<file path="src/rtl/mhpq_pkg.sv">
// shared types and constants for the min-heap priority queue
package mhpq_pkg;

	localparam int CAPACITY_DEF  = 1024;
	localparam int KEY_WIDTH_DEF = 32;

	localparam logic CMD_INSERT = 1'b0;
	localparam logic CMD_REMOVE = 1'b1;

	typedef enum logic [1:0] {
		OP_INS,
		OP_FETCH,
		OP_SIFT
	} op_t;

	typedef struct packed {
		logic valid;
		op_t  op;
	} tok_ctl_t;

	typedef struct packed {
		logic hit;
		logic done;
	} rsp_t;

	typedef enum logic [1:0] {
		ST_OK    = 2'd0,
		ST_FULL  = 2'd1,
		ST_EMPTY = 2'd2
	} status_t;

	typedef enum logic [1:0] {
		S_IDLE,
		S_INS,
		S_FETCH,
		S_SIFT
	} state_t;

endpackage

</file>
<file path="src/rtl/mhpq_cell.sv">
// one heap level: its slice of the key store and the compare step for that level
module mhpq_cell import mhpq_pkg::*; #(
	parameter int LEVEL     = 0,
	parameter int CAPACITY  = CAPACITY_DEF,
	parameter int KEY_WIDTH = KEY_WIDTH_DEF,
	parameter int IDX_W     = $clog2(CAPACITY + 1),
	parameter int LVL_W     = $clog2($clog2(CAPACITY + 1))
) (
	input  logic                 clk,
	input  logic                 arst_n,
	input  tok_ctl_t             prev_ctl,
	input  logic [KEY_WIDTH-1:0] prev_key,
	input  logic [IDX_W-1:0]     prev_idx,
	input  logic [LVL_W-1:0]     prev_lvl,
	input  logic [IDX_W-1:0]     prev_cnt,
	output tok_ctl_t             next_ctl,
	output logic [KEY_WIDTH-1:0] next_key,
	output logic [IDX_W-1:0]     next_idx,
	output logic [LVL_W-1:0]     next_lvl,
	output logic [IDX_W-1:0]     next_cnt,
	input  logic                 wb_en,
	input  logic [IDX_W-1:0]     wb_addr,
	input  logic [KEY_WIDTH-1:0] wb_key,
	output logic                 pwb_en,
	output logic [IDX_W-1:0]     pwb_addr,
	output logic [KEY_WIDTH-1:0] pwb_key,
	output rsp_t                 rsp,
	output logic [KEY_WIDTH-1:0] rsp_key
);

	localparam int LFULL  = 2 ** LEVEL;
	localparam int LDEPTH = (LFULL < (CAPACITY - LFULL + 1)) ? LFULL : (CAPACITY - LFULL + 1);
	localparam int LAW    = (LDEPTH > 1) ? $clog2(LDEPTH) : 1;
	localparam int MDEPTH = 2 ** LAW;
	localparam int GW     = IDX_W + 3;
	localparam logic [IDX_W-1:0] LMASK = IDX_W'(LFULL - 1);
	localparam logic [GW-1:0]    BASE  = GW'(LFULL - 1);
	localparam logic [LVL_W-1:0] MYLVL = LVL_W'(LEVEL);

	logic [KEY_WIDTH-1:0] mem [MDEPTH];

	// read addresses from the incoming word
	logic [LVL_W-1:0] sh;
	logic [IDX_W-1:0] path_loc;
	logic [IDX_W:0]   kid0;
	logic [LAW-1:0]   ra0, ra1;

	tok_ctl_t             ctl_s1;
	logic [KEY_WIDTH-1:0] key_s1;
	logic [IDX_W-1:0]     idx_s1;
	logic [LVL_W-1:0]     lvl_s1;
	logic [IDX_W-1:0]     cnt_s1;
	logic [LAW-1:0]       wa_s1;
	logic [KEY_WIDTH-1:0] rd0_q, rd1_q;

	// decision
	logic [GW-1:0]        g0, gsel, gkid;
	logic                 v0, v1, pick, more;
	logic [KEY_WIDTH-1:0] cval;
	logic [IDX_W-1:0]     cloc;

	tok_ctl_t             nctl_d;
	logic [KEY_WIDTH-1:0] nkey_d;
	logic [IDX_W-1:0]     nidx_d;
	logic                 own_we;
	logic [LAW-1:0]       own_wa;
	logic [KEY_WIDTH-1:0] own_wd;
	logic                 pwb_en_d;
	logic [KEY_WIDTH-1:0] pwb_key_d;
	rsp_t                 rsp_d;

	tok_ctl_t             next_ctl_q;
	logic [KEY_WIDTH-1:0] next_key_q;
	logic [IDX_W-1:0]     next_idx_q;
	logic [LVL_W-1:0]     next_lvl_q;
	logic [IDX_W-1:0]     next_cnt_q;
	logic                 pwb_en_q;
	logic [IDX_W-1:0]     pwb_addr_q;
	logic [KEY_WIDTH-1:0] pwb_key_q;
	rsp_t                 rsp_q;
	logic [KEY_WIDTH-1:0] rsp_key_q;

	always_comb begin
		sh       = prev_lvl - MYLVL;
		path_loc = (prev_idx >> sh) & LMASK;
		kid0     = {prev_idx, 1'b0};
		if (prev_ctl.op == OP_SIFT) begin
			ra0 = LAW'(kid0);
			ra1 = LAW'(kid0 | (IDX_W + 1)'(1));
		end else begin
			ra0 = LAW'(path_loc);
			ra1 = LAW'(path_loc);
		end
	end

	always_comb begin
		g0   = BASE + (GW'(idx_s1) << 1);
		v0   = g0 < GW'(cnt_s1);
		v1   = (g0 + GW'(1)) < GW'(cnt_s1);
		pick = v1 && (rd0_q > rd1_q);
		cval = pick ? rd1_q : rd0_q;
		gsel = g0 + GW'(pick);
		gkid = (gsel << 1) + GW'(1);
		more = gkid < GW'(cnt_s1);
		cloc = {idx_s1[IDX_W-2:0], pick};

		nctl_d    = '{valid: 1'b0, op: ctl_s1.op};
		nkey_d    = key_s1;
		nidx_d    = idx_s1;
		own_we    = 1'b0;
		own_wa    = wa_s1;
		own_wd    = key_s1;
		pwb_en_d  = 1'b0;
		pwb_key_d = key_s1;
		rsp_d     = '0;

		if (ctl_s1.valid) begin
			case (ctl_s1.op)
				OP_INS: begin
					if (lvl_s1 == MYLVL) begin
						own_we     = 1'b1;
						rsp_d.done = 1'b1;
					end else begin
						nctl_d.valid = 1'b1;
						// key settles here, the displaced one travels on
						if (rd0_q > key_s1) begin
							own_we = 1'b1;
							nkey_d = rd0_q;
						end
					end
				end
				OP_FETCH: begin
					if (lvl_s1 == MYLVL) begin
						rsp_d.hit = 1'b1;
					end else begin
						nctl_d.valid = 1'b1;
						// the root cell also reports the minimum on the way past
						if (LEVEL == 0) begin
							rsp_d.hit = 1'b1;
						end
					end
				end
				OP_SIFT: begin
					if (LEVEL == 0) begin
						nctl_d.valid = 1'b1;
					end else if (v0 && (key_s1 > cval)) begin
						pwb_en_d  = 1'b1;
						pwb_key_d = cval;
						if (more) begin
							nctl_d.valid = 1'b1;
							nidx_d       = cloc;
						end else begin
							own_we     = 1'b1;
							own_wa     = LAW'(cloc);
							rsp_d.done = 1'b1;
						end
					end else begin
						pwb_en_d   = 1'b1;
						rsp_d.done = 1'b1;
					end
				end
				default: begin
				end
			endcase
		end
	end

	always_ff @(posedge clk or negedge arst_n) begin
		if (!arst_n) begin
			ctl_s1     <= '0;
			next_ctl_q <= '0;
			pwb_en_q   <= 1'b0;
			rsp_q      <= '0;
		end else begin
			ctl_s1     <= prev_ctl;
			next_ctl_q <= nctl_d;
			pwb_en_q   <= pwb_en_d;
			rsp_q      <= rsp_d;
		end
	end

	always_ff @(posedge clk) begin
		key_s1     <= prev_key;
		idx_s1     <= prev_idx;
		lvl_s1     <= prev_lvl;
		cnt_s1     <= prev_cnt;
		wa_s1      <= ra0;
		rd0_q      <= mem[ra0];
		rd1_q      <= mem[ra1];
		next_key_q <= nkey_d;
		next_idx_q <= nidx_d;
		next_lvl_q <= lvl_s1;
		next_cnt_q <= cnt_s1;
		pwb_addr_q <= idx_s1;
		pwb_key_q  <= pwb_key_d;
		rsp_key_q  <= rd0_q;
		if (wb_en) begin
			mem[LAW'(wb_addr)] <= wb_key;
		end else if (own_we) begin
			mem[own_wa] <= own_wd;
		end
	end

	assign next_ctl = next_ctl_q;
	assign next_key = next_key_q;
	assign next_idx = next_idx_q;
	assign next_lvl = next_lvl_q;
	assign next_cnt = next_cnt_q;
	assign pwb_en   = pwb_en_q;
	assign pwb_addr = pwb_addr_q;
	assign pwb_key  = pwb_key_q;
	assign rsp      = rsp_q;
	assign rsp_key  = rsp_key_q;

endmodule

</file>
<file path="config.mk">
export PLATFORM = sky130hd
export DESIGN_NAME = mhpq_cell
export DESIGN_NICKNAME = d
export VERILOG_FILES = /design/src/rtl/mhpq_pkg.sv /design/src/rtl/mhpq_cell.sv
export SDC_FILE = /design/constraint.sdc
export NUM_CORES = 1
export LEC_CHECK = 0
export BUFFER_PORTS_ARGS = -buffer_cell sky130_fd_sc_hd__buf_4
export CORE_ASPECT_RATIO = 0.75
export CORE_MARGIN = 2
export CORE_UTILIZATION = 30
export CTS_BUF_LIST = sky130_fd_sc_hd__clkbuf_8 sky130_fd_sc_hd__clkbuf_16
export CTS_CLUSTER_DIAMETER = 150
export DETAILED_ROUTE_END_ITERATION = 8
export GPL_TIMING_DRIVEN = 0
export PLACE_DENSITY = 0.49
export SYNTH_ARGS = -nofsm -noshare
export SYNTH_HDL_FRONTEND = slang
export SYNTH_SLANG_ARGS = --single-unit
export TNS_END_PERCENT = 30
</file>
<file path="constraint.sdc">
create_clock -name clk -period 4.92 [get_ports clk]
set_input_delay 0.246 -clock clk [delete_from_list [all_inputs] [get_ports clk]]
set_output_delay 0.246 -clock clk [all_outputs]
set_load 0.03 [all_outputs]
</file>
==> metrics.md, run 1 <==
| Metric | Value |
|---|---|
| Metal2 WL | `7250 um` |
| Reg power frac | `0.488` |
| Slowest-stage cell, CP | `nor4_2` |
| Clock root buffer | `clkbuf_16` |
| GPL Wtd Cong | `around 0.72` |
| Critical path required time | `a little over 5000 ps` |
| Fin crit period | `around 3200 ps` |
| Nets@finish | `940` |
| Post-Synthesis Cells | `between 400 and 500` |
| Initial drt markers | `around 140` |
| Worst VDD drop | `approximately 0.00026 V` |
| Vias post-DR | `approximately 4600` |
| CTS tree | `built` |
| Clock Skews | `~19 ps` |
| Pwr dens | `411 nW/um2` |
| Die Width | `about 190 um` |
| Min Hold Slack | `approximately 27 ps` |
| CTS buffer count | `25` |
| Post-DR wirelength/cell | `14.6 um` |
| Die Y | `around 140 um` |
| IO Pins | `approximately 250` |
| DRC errors left | `0` |
| Detail Placement HPWL | `about 12000 um` |
| Switching Share | `0.235` |
| Int Power | `approximately 3.5 mW` |
| Crit. End Element | `flip-flop` |
| Max incr delay on CP | `approximately 500 ps` |
| Yosys warning count | `0` |
| Largest net degree at the start of global routing | `19` |
| Crit-path cells | `inv_1 > ha_1 > nand4_1 > nor4_2 > nand2b_1 > a21boi_2 > a22oi_4 > buf_6 > o21ai_4 > buf_16` |
| Core area | `24800 um2` |
| Final setup fails | `0` |
| Final Power | `~4.6 mW` |
| IO Port Bufs | `234` |
| Clock Latency Late Sink | `between 500 and 600 ps` |
| Drt via density | `just under 4` |
| Grt ovf | `0` |
| Register area share after synthesis | `0.722` |
| DR pass1 iterations | `4` |
| Count of cell types in the netlist | `37` |
| GRT Overall Usage | `0.127` |
| Number of flops mapped to enable cells by yosys | `32` |
| Slew @ Worst Pin | `roughly 800 ps` |
| Asr flop ratio synth | `0.0317` |
| Max clock buf depth | `3` |
| Number of synthesized register bits | `between 200 and 300` |
| Max Fclk | `between 300 and 400 MHz` |
| Antenna Cells | `0` |
| Worst slew margin | `0.466` |
| Pleak | `5.33 nW` |
| Area grow syn2layout | `50.0%` |
| Worst-path fanout max | `18` |
| Clock slew at reported path FFs | `~70 ps` |
| Std-Cell Rows | `50` |
| Worst Setup Start Kind | `flip-flop` |
| Status | `finished, final reports clean` |
| Tcrit/Tclk final | `0.640` |
| Mean Syn Cell Area | `~16 um2` |
| Clk pwr share | `0.406` |
| Gate power share | `0.107` |
| Initial Utilization | `0.302` |
| Remaining antenna violation count | `0` |
| Clock sinks | `approximately 250` |
| Uppermost layer routed | `met4` |
| Post-CTS setup buffer count | `0` |
| Worst Setup Path Type | `flip-flop to flip-flop` |
| Most used flip-flop cell after synthesis | `dfxtp_1` |
| Final Hold Viols | `0` |
| WL met1 | `7760 um` |
| Max Cap Viol | `0` |
| Final WL | `roughly 17000 um` |
| Met3 WL | `1480 um` |
| Final Max Slew Viols | `0` |
| H-Tree Depth | `1` |
| Vias in the first global route | `approximately 4800` |
| RSZ-0062 raised after global routing | `false` |
| Die Area | `26300 um2` |
| First-pass GRT wire length | `26500 um` |
| Hold WC Path Type | `input port to flip-flop` |
| Critical path data arrival time | `3420 ps` |
| Syn nets | `609` |
| Psw | `about 1.1 mW` |
| Initial antenna violation count | `0` |
| Share of cells above drive strength 1 | `0.450` |
| Syn Std Cell Area | `roughly 7500 um2` |
routing by layer:
metal	global-route usage	vias to the layer above
met2	0.197	170
met5	0	-
met3	0.0485	25
met1	0.165	2141
met4	0.0347	0
li1	-	2255
metrics by stage:
stage                     worst slack (ps)  instances  instance area, um2  setup TNS (ps)  utilization
final                                 1770       1158               11200               0        0.453
after global routing                  1500       1158               11200               0        0.453
after CTS                             1700       1158               11200               0        0.453
after detailed placement              1720       1043                9710               0        0.392
after global placement                -387       1042                9670          -12330        0.390
after floorplan                       1380        470                7490               0            -
registers in the layout (all words and copies together), names as in the netlist:
signal / flops
key_s1: 32
mem: 32
next_key: 32
pwb_key: 32
rd0_q: 32
rsp_key: 32
cnt_s1: 11
idx_s1: 11
next_cnt: 11
pwb_addr: 11
lvl_s1: 4
next_lvl: 4
ctl_s1: 3
next_ctl: 3
rsp: 2
logic make-up (layout without fill, tap and decap cells):
group           count (synthesis)  after routing  synth area share
flops                         252            252             0.722
fa+ha+maj                      32             32            0.0534
mux                            64             64             0.126
buf+inv                        53            403            0.0386
other cells                     1              1          0.000501
simple gates                   36             36            0.0282
compound gates                 32             32            0.0319
what timing repair did:
action                                 CTS  global route
endpoints found under the hold margin   76             0
hold buffers                            69             0
gates resized for setup                  0             0
synthesized netlist by cell type, types with 2 or more instances:
library cell	count	area share
buf_4	12	0.012
a22oi_4	2	0.0057
buf_6	6	0.0090
dfrtp_1	8	0.027
o21ai_0	6	0.0040
ha_1	32	0.053
inv_1	35	0.018
dfxtp_1	212	0.57
mux2_2	5	0.0075
nor2_1	6	0.0030
mux2_4	59	0.12
edfxtp_1	32	0.13
nand4_1	7	0.0058
nor4_2	2	0.0033
nand2_1	9	0.0045
nand3_1	3	0.0020
a21oi_1	14	0.0094
power groups by stage:
stage	Sequential [mW]	Clock [mW]	Combinational, mW
after floorplan	2.40	0	0.138
after global placement	2.30	0	0.446
after detailed placement	2.30	0	0.452
after CTS	2.25	1.93	0.498
after global routing	2.27	2.02	0.526
final	2.25	1.88	0.493
path summary, 6_finish.rpt:
path,from,end,slack (ps),cells after the start
worst min-delay path,wb_key[28],mem[0][28],30,2
min in group asynchronous,arst_n,rsp[0],70,2
worst max register to register,key_s1[13],mem[0][30],1770,10
worst min register to register,idx_s1[10],pwb_addr[10],330,0
worst max-delay path,key_s1[13],mem[0][30],1770,10
max in group asynchronous,arst_n,rsp[1],4720,2
cell usage in the layout (no fill, tap or decap), drive strengths merged:
cell	instances
o211ai	1
nand4	8
nor4	3
and3b	1
buf	253
nand3	3
o21ai	7
a22oi	4
ha	32
dfrtp	8
nor2b	1
edfxtp	32
a2111o	1
inv	41
a211oi	1
a21oi	14
mux2	64
clkbuf	32
or4	1
a21boi	1
o211a	1
clkinv	8
dfxtp	212
nand2	9
or3b	1
nand2b	1
dlygate4sd3	69
a221oi	1
nor2	6
nor3	2
conb	1
a41oi	1
cell type report:
| type | instances | area [um2] |
|---|---|---|
| Buffer | 18 | 158 |
| Clock buffer | 32 | 756 |
| Clock inverter | 14 | 77.6 |
| Fill cell | 2269 | 13500 |
| Inverter | 35 | 131 |
| Multi-Input combinational cell | 165 | 1810 |
| Sequential cell | 252 | 5410 |
| Tap cell | 338 | 423 |
| Timing Repair Buffer | 304 | 2470 |
critical path, delay by kind of cell (launching register included):
family / cells / cell delay [ps]
fa+ha+maj: 1 / 320
compound gates: 3 / 640
flops: 1 / 390
simple gates: 3 / 1000
buf+inv: 3 / 560
(Power assumes the default switching activity.)
==> run 2: changes to the inputs <==
PLACE_DENSITY = 0.51   (was 0.49)
clock period = 2.72 ns   (was 4.92 ns; I/O delays follow)
==> metrics.md, run 2 (synthesized netlist as in run 1, its figures left out) <==
| Metric | Value |
|---|---|
| Clock Latency Late Sink | `530 ps (was 520 ps)` |
| IO Pins | `246 (unchanged)` |
| Initial Utilization | `0.302 (unchanged)` |
| GPL Wtd Cong | `0.723 (was 0.715)` |
| Critical path required time | `2990 ps (was 5190 ps)` |
| Std-Cell Rows | `50 (unchanged)` |
| Clock sinks | `252 (unchanged)` |
| Die Y | `141 um (unchanged)` |
| FF-to-FF path depth | `10 (unchanged)` |
| Final WL | `17900 um (was 16900 um)` |
| Worst VDD drop | `0.000541 V (was 0.000265 V)` |
| Critical path data arrival time | `2910 ps (was 3420 ps)` |
| Hold path cells | `3 (was 2)` |
| Initial antenna violation count | `0 (unchanged)` |
| Gate power share | `0.118 (was 0.107)` |
| Grt ovf | `0 (unchanged)` |
| Final Power | `8.48 mW (was 4.62 mW)` |
| Fin Setup TNS | `0 ps (unchanged)` |
| Max Cap Viol | `0 (unchanged)` |
| Reg-to-reg critical path endpoint | `mem[0][13] (was mem[0][30])` |
| Slew @ Worst Pin | `759 ps (was 798 ps)` |
| Final Max Slew Viols | `0 (unchanged)` |
| Die Area | `26300 um2 (unchanged)` |
| Die Width | `186 um (unchanged)` |
| Vias in the first global route | `5111 (was 4801)` |
| Fillcell total | `2169 (was 2269)` |
| Area after DPL | `9710 um2 (unchanged)` |
| Reg power frac | `0.482 (was 0.488)` |
| Clock root buffer | `clkbuf_16 (unchanged)` |
| Initial drt markers | `135 (was 139)` |
| Layout Cells excl Fill | `1200 (was 1158)` |
| Nets@finish | `983 (was 940)` |
| Clk pwr share | `0.400 (was 0.406)` |
| Final setup fails | `0 (unchanged)` |
| DRC errors left | `0 (unchanged)` |
| Worst Setup Path Type | `flip-flop to flip-flop (unchanged)` |
| Int Power | `6.48 mW (was 3.53 mW)` |
| Worst Hold End | `mem[0][14] (was mem[0][28])` |
| Status | `finished, final reports clean (unchanged)` |
| IO Port Bufs | `234 (unchanged)` |
| Commonest non-fill, non-tap cell in the layout | `buf_4 (unchanged)` |
| Antenna Cells | `0 (unchanged)` |
| RSZ-0062 raised after global routing | `true (was false)` |
| FF+latch area | `5480 um2 (was 5410 um2)` |
| Fin crit period | `2640 ps (was 3150 ps)` |
| CTS tree | `built (unchanged)` |
| First-pass GRT wire length | `27000 um (was 26500 um)` |
| Detail Placement HPWL | `11800 um (about the same)` |
| GRT Overall Usage | `0.128 (was 0.127)` |
| H-Tree Depth | `1 (unchanged)` |
| Multi-input logic area | `2110 um2 (was 1810 um2)` |
| R2r setup slk | `80 ps (was 1770 ps)` |
| Area grow syn2layout | `61.1% (was 50.0%)` |
| Final Hold Viols | `0 (unchanged)` |
| Switching Share | `0.236 (was 0.235)` |
| Crit. End Element | `flip-flop (unchanged)` |
| DP Cell Count | `1043 (unchanged)` |
| Min Hold Slack | `110 ps (was 27.0 ps)` |
| Max Fclk | `379 MHz (was 317 MHz)` |
| Post-route cell area | `12100 um2 (was 11200 um2)` |
| Pwr dens | `702 nW/um2 (was 411 nW/um2)` |
| Most frequent cells in the layout | `257 x buf_4, 182 x dfxtp_1, 95 x dlygate4sd3_1 (was 246 x buf_4, 212 x dfxtp_1, 69 x dlygate4sd3_1)` |
| Worst-path fanout max | `5 (was 18)` |
| Hold WC Path Type | `input port to flip-flop (unchanged)` |
| Hold Startpoint | `wb_addr[0] (was wb_key[28])` |
| Share of cells above drive strength 1 | `0.524 (was 0.450)` |
| Worst Setup Start Kind | `flip-flop (unchanged)` |
| Post-DR wirelength/cell | `14.9 um (was 14.6 um)` |
| DR pass1 iterations | `4 (unchanged)` |
| Max clock buf depth | `3 (unchanged)` |
| Largest net degree at the start of global routing | `19 (unchanged)` |
| Psw | `2.00 mW (was 1.09 mW)` |
| Pleak | `5.58 nW (was 5.33 nW)` |
| Drt via density | `3.97 (was 3.96)` |
| Vias post-DR | `4768 (was 4591)` |
| Remaining antenna violation count | `0 (unchanged)` |
| Tcrit/Tclk final | `0.970 (was 0.640)` |
| Worst r2r src | `key_s1[10] (was key_s1[13])` |
| Clock slew at reported path FFs | `60 ps (was 70 ps)` |
| Worst slew margin | `0.490 (was 0.466)` |
| Clock Skews | `16.0 ps (was 19.1 ps)` |
| Core area | `24800 um2 (unchanged)` |
| CTS buffer count | `25 (unchanged)` |
-- run 2: cell types whose count changed in the layout (fill, tap and decap cells not counted), sizes merged --
cell / delta
buf: +16
clkinvlp: +1
dlygate4sd3: +26
clkbuf: +3
inv: +2
clkinv: -6
-- run 2: layer usage --
layer | vias to the layer above | wire, um | track usage
met4 | 0 | 427 | 0.0363
li1 | 2344 | - | -
met5 | - | 0 | 0
met2 | 168 | 7960 | 0.203
met3 | 31 | 1570 | 0.0490
met1 | 2225 | 7890 | 0.163
-- run 2: worst max-delay path by stage --
stage / start / to / cells past startpoint
floorplan: key_s1[30] / mem[0][0] / 9
global placement: key_s1[13] / mem[0][8] / 9
detailed placement: key_s1[13] / mem[0][17] / 10
CTS: key_s1[8] / mem[0][20] / 10
global route: key_s1[10] / mem[0][10] / 10
finish: key_s1[10] / mem[0][13] / 10
-- run 2: power by group through the flow --
stage / Sequential [mW] / Clock, mW / Combinational [mW]
2_1_floorplan: 4.35 / 0 / 0.250
3_3_place_gp: 4.15 / 0 / 0.809
3_5_place_dp: 4.16 / 0 / 0.822
4_1_cts: 4.08 / 3.50 / 0.966
5_1_grt: 4.10 / 3.64 / 1.07
6_report: 4.08 / 3.39 / 1.00
-- run 2: final cells by class --
cell class	instances	share of cell area
buffer	18	0.0145
sequential	252	0.454
inverter	35	0.0111
clock inverter	11	0.00456
timing repair buffer	347	0.242
multi-input combinational	165	0.175
tap	338	0.0350
clock buffer	34	0.0640
-- run 2: worst max-delay path, cell delays in order (launching register included) --
cell       delay (ps)
dfxtp_2           360
inv_2              60
ha_4              270
nand4_1           210
nor4_4            310
buf_4             160
a22oi_2           110
a22oi_4           260
buf_8             180
clkbuf_16         160
mux2_4            300
-- run 2: repair_timing --
item,in CTS,in global routing
endpoints found under the hold margin,101,0
setup endpoints to repair,94,94
gates cloned,0,1
resized for setup,18,77
pin swaps,10,11
setup buffers,10,6
hold buffers,95,0
-- run 2: metrics by stage --
step	setup slack, ps	util
global route	-25.7	0.487
global placement	-805	0.391
CTS	3.08	0.472
finish	80.7	0.487
floorplan	98.9	-
detailed placement	-443	0.392
==> run 3: changes to the inputs <==
BUFFER_PORTS_ARGS = unset   (was -buffer_cell sky130_fd_sc_hd__buf_4)
DONT_BUFFER_PORTS = 1   (was unset)
PLACE_DENSITY = 0.42   (was 0.51)
==> metrics.md, run 3 (synthesized netlist as in run 1, its figures left out) <==
| Metric | Value |
|---|---|
| Antenna Cells | `0 (unchanged)` |
| Fin crit period | `2680 ps (was 2640 ps)` |
| Vias post-DR | `3948 (was 4768)` |
| GPL Wtd Cong | `0.677 (was 0.723)` |
| Status | `finished, final reports clean (unchanged)` |
| Gate power share | `0.059 (was 0.118)` |
| Remaining antenna violation count | `0 (unchanged)` |
| Clock Latency Late Sink | `510 ps (was 530 ps)` |
| Critical path data arrival time | `2910 ps (about the same)` |
| Commonest non-fill, non-tap cell in the layout | `dfxtp_1 (was buf_4)` |
| Slowest-stage cell, CP | `dfxtp_2 (unchanged)` |
| Final Max Slew Viols | `0 (unchanged)` |
| Crit-path cells | `inv_2 > ha_4 > nand4_1 > buf_4 > nor3_4 > a221oi_2 > a22oi_2 > a22oi_4 > buf_12 > buf_12 > o21ai_4 > clkbuf_16 (was inv_2 > ha_4 > nand4_1 > nor4_4 > buf_4 > a22oi_2 > a22oi_4 > buf_8 > clkbuf_16 > mux2_4)` |
| Final WL | `16200 um (was 17900 um)` |
| Nets@finish | `754 (was 983)` |
| Delay-heaviest family, CP | `buffers and inverters (unchanged)` |
| Max Fclk | `373 MHz (was 379 MHz)` |
| DP Cell Count | `809 (was 1043)` |
| Worst Setup Path Type | `flip-flop to flip-flop (unchanged)` |
| Core area | `24800 um2 (unchanged)` |
| Clk pwr share | `0.422 (was 0.400)` |
| Pwr dens | `802 nW/um2 (was 702 nW/um2)` |
| Fillcell total | `2291 (was 2169)` |
| IO Pins | `246 (unchanged)` |
| Dpl ws | `-488 ps (was -443 ps)` |
| Grt ovf | `0 (unchanged)` |
| Clock sinks | `252 (unchanged)` |
| Final Power | `8.32 mW (was 8.48 mW)` |
| Initial antenna violation count | `0 (unchanged)` |
| Reg power frac | `0.518 (was 0.482)` |
| Vias in the first global route | `4193 (was 5111)` |
| Worst-path fanout max | `5 (unchanged)` |
| Cell repeated most along the worst path | `buf_12` |
| Int Power | `6.42 mW (was 6.48 mW)` |
| Max clock buf depth | `3 (unchanged)` |
| Most frequent cells in the layout | `189 x dfxtp_1, 96 x dlygate4sd3_1, 59 x mux2_4 (was 257 x buf_4, 182 x dfxtp_1, 95 x dlygate4sd3_1)` |
| Area after DPL | `7950 um2 (was 9710 um2)` |
| Worst VDD drop | `0.000490 V (was 0.000541 V)` |
| Die Y | `141 um (unchanged)` |
| Critical path required time | `2950 ps (was 2990 ps)` |
| Final setup fails | `0 (unchanged)` |
| Detail Placement HPWL | `10500 um (was 11800 um)` |
| Final Hold Viols | `0 (unchanged)` |
| Slew @ Worst Pin | `968 ps (was 759 ps)` |
| CTS tree | `built (unchanged)` |
| Multi-input logic area | `2060 um2 (was 2110 um2)` |
| FF+latch area | `5460 um2 (was 5480 um2)` |
| Max Cap Viol | `0 (unchanged)` |
| Clock Skews | `7.87 ps (was 16.0 ps)` |
| Core Util, Final | `0.419 (was 0.487)` |
| Clock root buffer | `clkbuf_16 (unchanged)` |
| RSZ-0062 raised after global routing | `true (unchanged)` |
| Post-DR wirelength/cell | `16.7 um (was 14.9 um)` |
| Largest net degree at the start of global routing | `21 (was 19)` |
| IO Port Bufs | `0 (was 234)` |
| Crit. End Element | `flip-flop (unchanged)` |
| Initial drt markers | `152 (was 135)` |
| Drt via density | `4.07 (was 3.97)` |
| CTS buffer count | `24 (was 25)` |
| Clock slew at reported path FFs | `70 ps (was 60 ps)` |
| Std-Cell Rows | `50 (unchanged)` |
| Switching Share | `0.229 (was 0.236)` |
| Worst Setup Start Kind | `flip-flop (unchanged)` |
| Psw | `1.90 mW (was 2.00 mW)` |
| Post-route cell area | `10400 um2 (was 12100 um2)` |
| Max incr delay on CP | `350 ps (was 360 ps)` |
| Area grow syn2layout | `38.4% (was 61.1%)` |
| First-pass GRT wire length | `23800 um (was 27000 um)` |
| Initial Utilization | `0.302 (unchanged)` |
| Layout Cells excl Fill | `970 (was 1200)` |
| H-Tree Depth | `1 (unchanged)` |
| Final worst setup slack | `42.3 ps (was 80.7 ps)` |
| Pleak | `4.52 nW (was 5.58 nW)` |
| CP Buf/Inv Count | `5 (was 4)` |
| Worst slew margin | `0.349 (was 0.490)` |
| Die Area | `26300 um2 (unchanged)` |
| Share of cells above drive strength 1 | `0.328 (was 0.524)` |
| GRT Overall Usage | `0.115 (was 0.128)` |
| Tcrit/Tclk final | `0.984 (was 0.970)` |
| DRC errors left | `0 (unchanged)` |
| DR pass1 iterations | `4 (unchanged)` |
| Die Width | `186 um (unchanged)` |
| Hold WC Path Type | `input port to flip-flop (unchanged)` |
## run 3: routing by layer
layer / routed length [um] / vias up / global-route usage
met5: 0 / - / 0
met4: 371 / 0 / 0.0330
met3: 1230 / 27 / 0.0416
met2: 7450 / 152 / 0.184
met1: 7110 / 1886 / 0.147
li1: - / 1883 / -
## run 3: path summary, 6_finish.rpt
kind	start	slack, ps	end	cells past startpoint
hold / removal	wb_en	150	mem[0][27]	3
min in group asynchronous	arst_n	500	next_ctl[0]	2
max in group asynchronous	arst_n	1970	rsp[1]	2
hold reg to reg	cnt_s1[8]	320	next_cnt[8]	0
setup reg to reg	key_s1[22]	40	mem[0][19]	12
setup / recovery	key_s1[22]	40	mem[0][19]	12
## run 3: repair_timing
item,in CTS,in global routing
pin swaps,8,17
endpoints found under the hold margin,113,0
gates resized for setup,30,52
gates cloned,0,4
buffers inserted,10,9
endpoints found under the setup margin,96,92
hold buffers,96,0
## run 3: worst reg2reg max path, stage by stage (launching register included)
cell       delay [ps]
dfxtp_2           350
inv_2              50
ha_4              260
nand4_1           180
buf_4             200
nor3_4            160
a221oi_2           90
a22oi_2           300
a22oi_4           140
buf_12            170
buf_12            140
o21ai_4           140
clkbuf_16         230
## run 3: area by class of cell
class / count / area share
plain buffers: 17 / 0.0169
clock buffers: 31 / 0.0726
clock inverters: 12 / 0.0105
inverters: 35 / 0.0129
multi-input cells: 165 / 0.199
flip-flops and latches: 252 / 0.526
well taps: 338 / 0.0408
repair buffers: 120 / 0.121
## run 3: power groups by stage
stage / Combinational (mW) / Clock, mW / Sequential [mW]
2_1_floorplan: 0.250 / 0 / 4.35
3_3_place_gp: 0.302 / 0 / 4.39
3_5_place_dp: 0.310 / 0 / 4.39
4_1_cts: 0.454 / 3.63 / 4.31
5_1_grt: 0.543 / 3.80 / 4.33
6_report: 0.495 / 3.51 / 4.31
## run 3: through the flow
step,hold WS [ps],setup TNS [ps]
2_1_floorplan,-160,0
3_3_place_gp,-159,-48200
3_5_place_dp,-159,-30450
4_1_cts,81.4,-130
5_1_grt,135,-3350
6_report,146,0
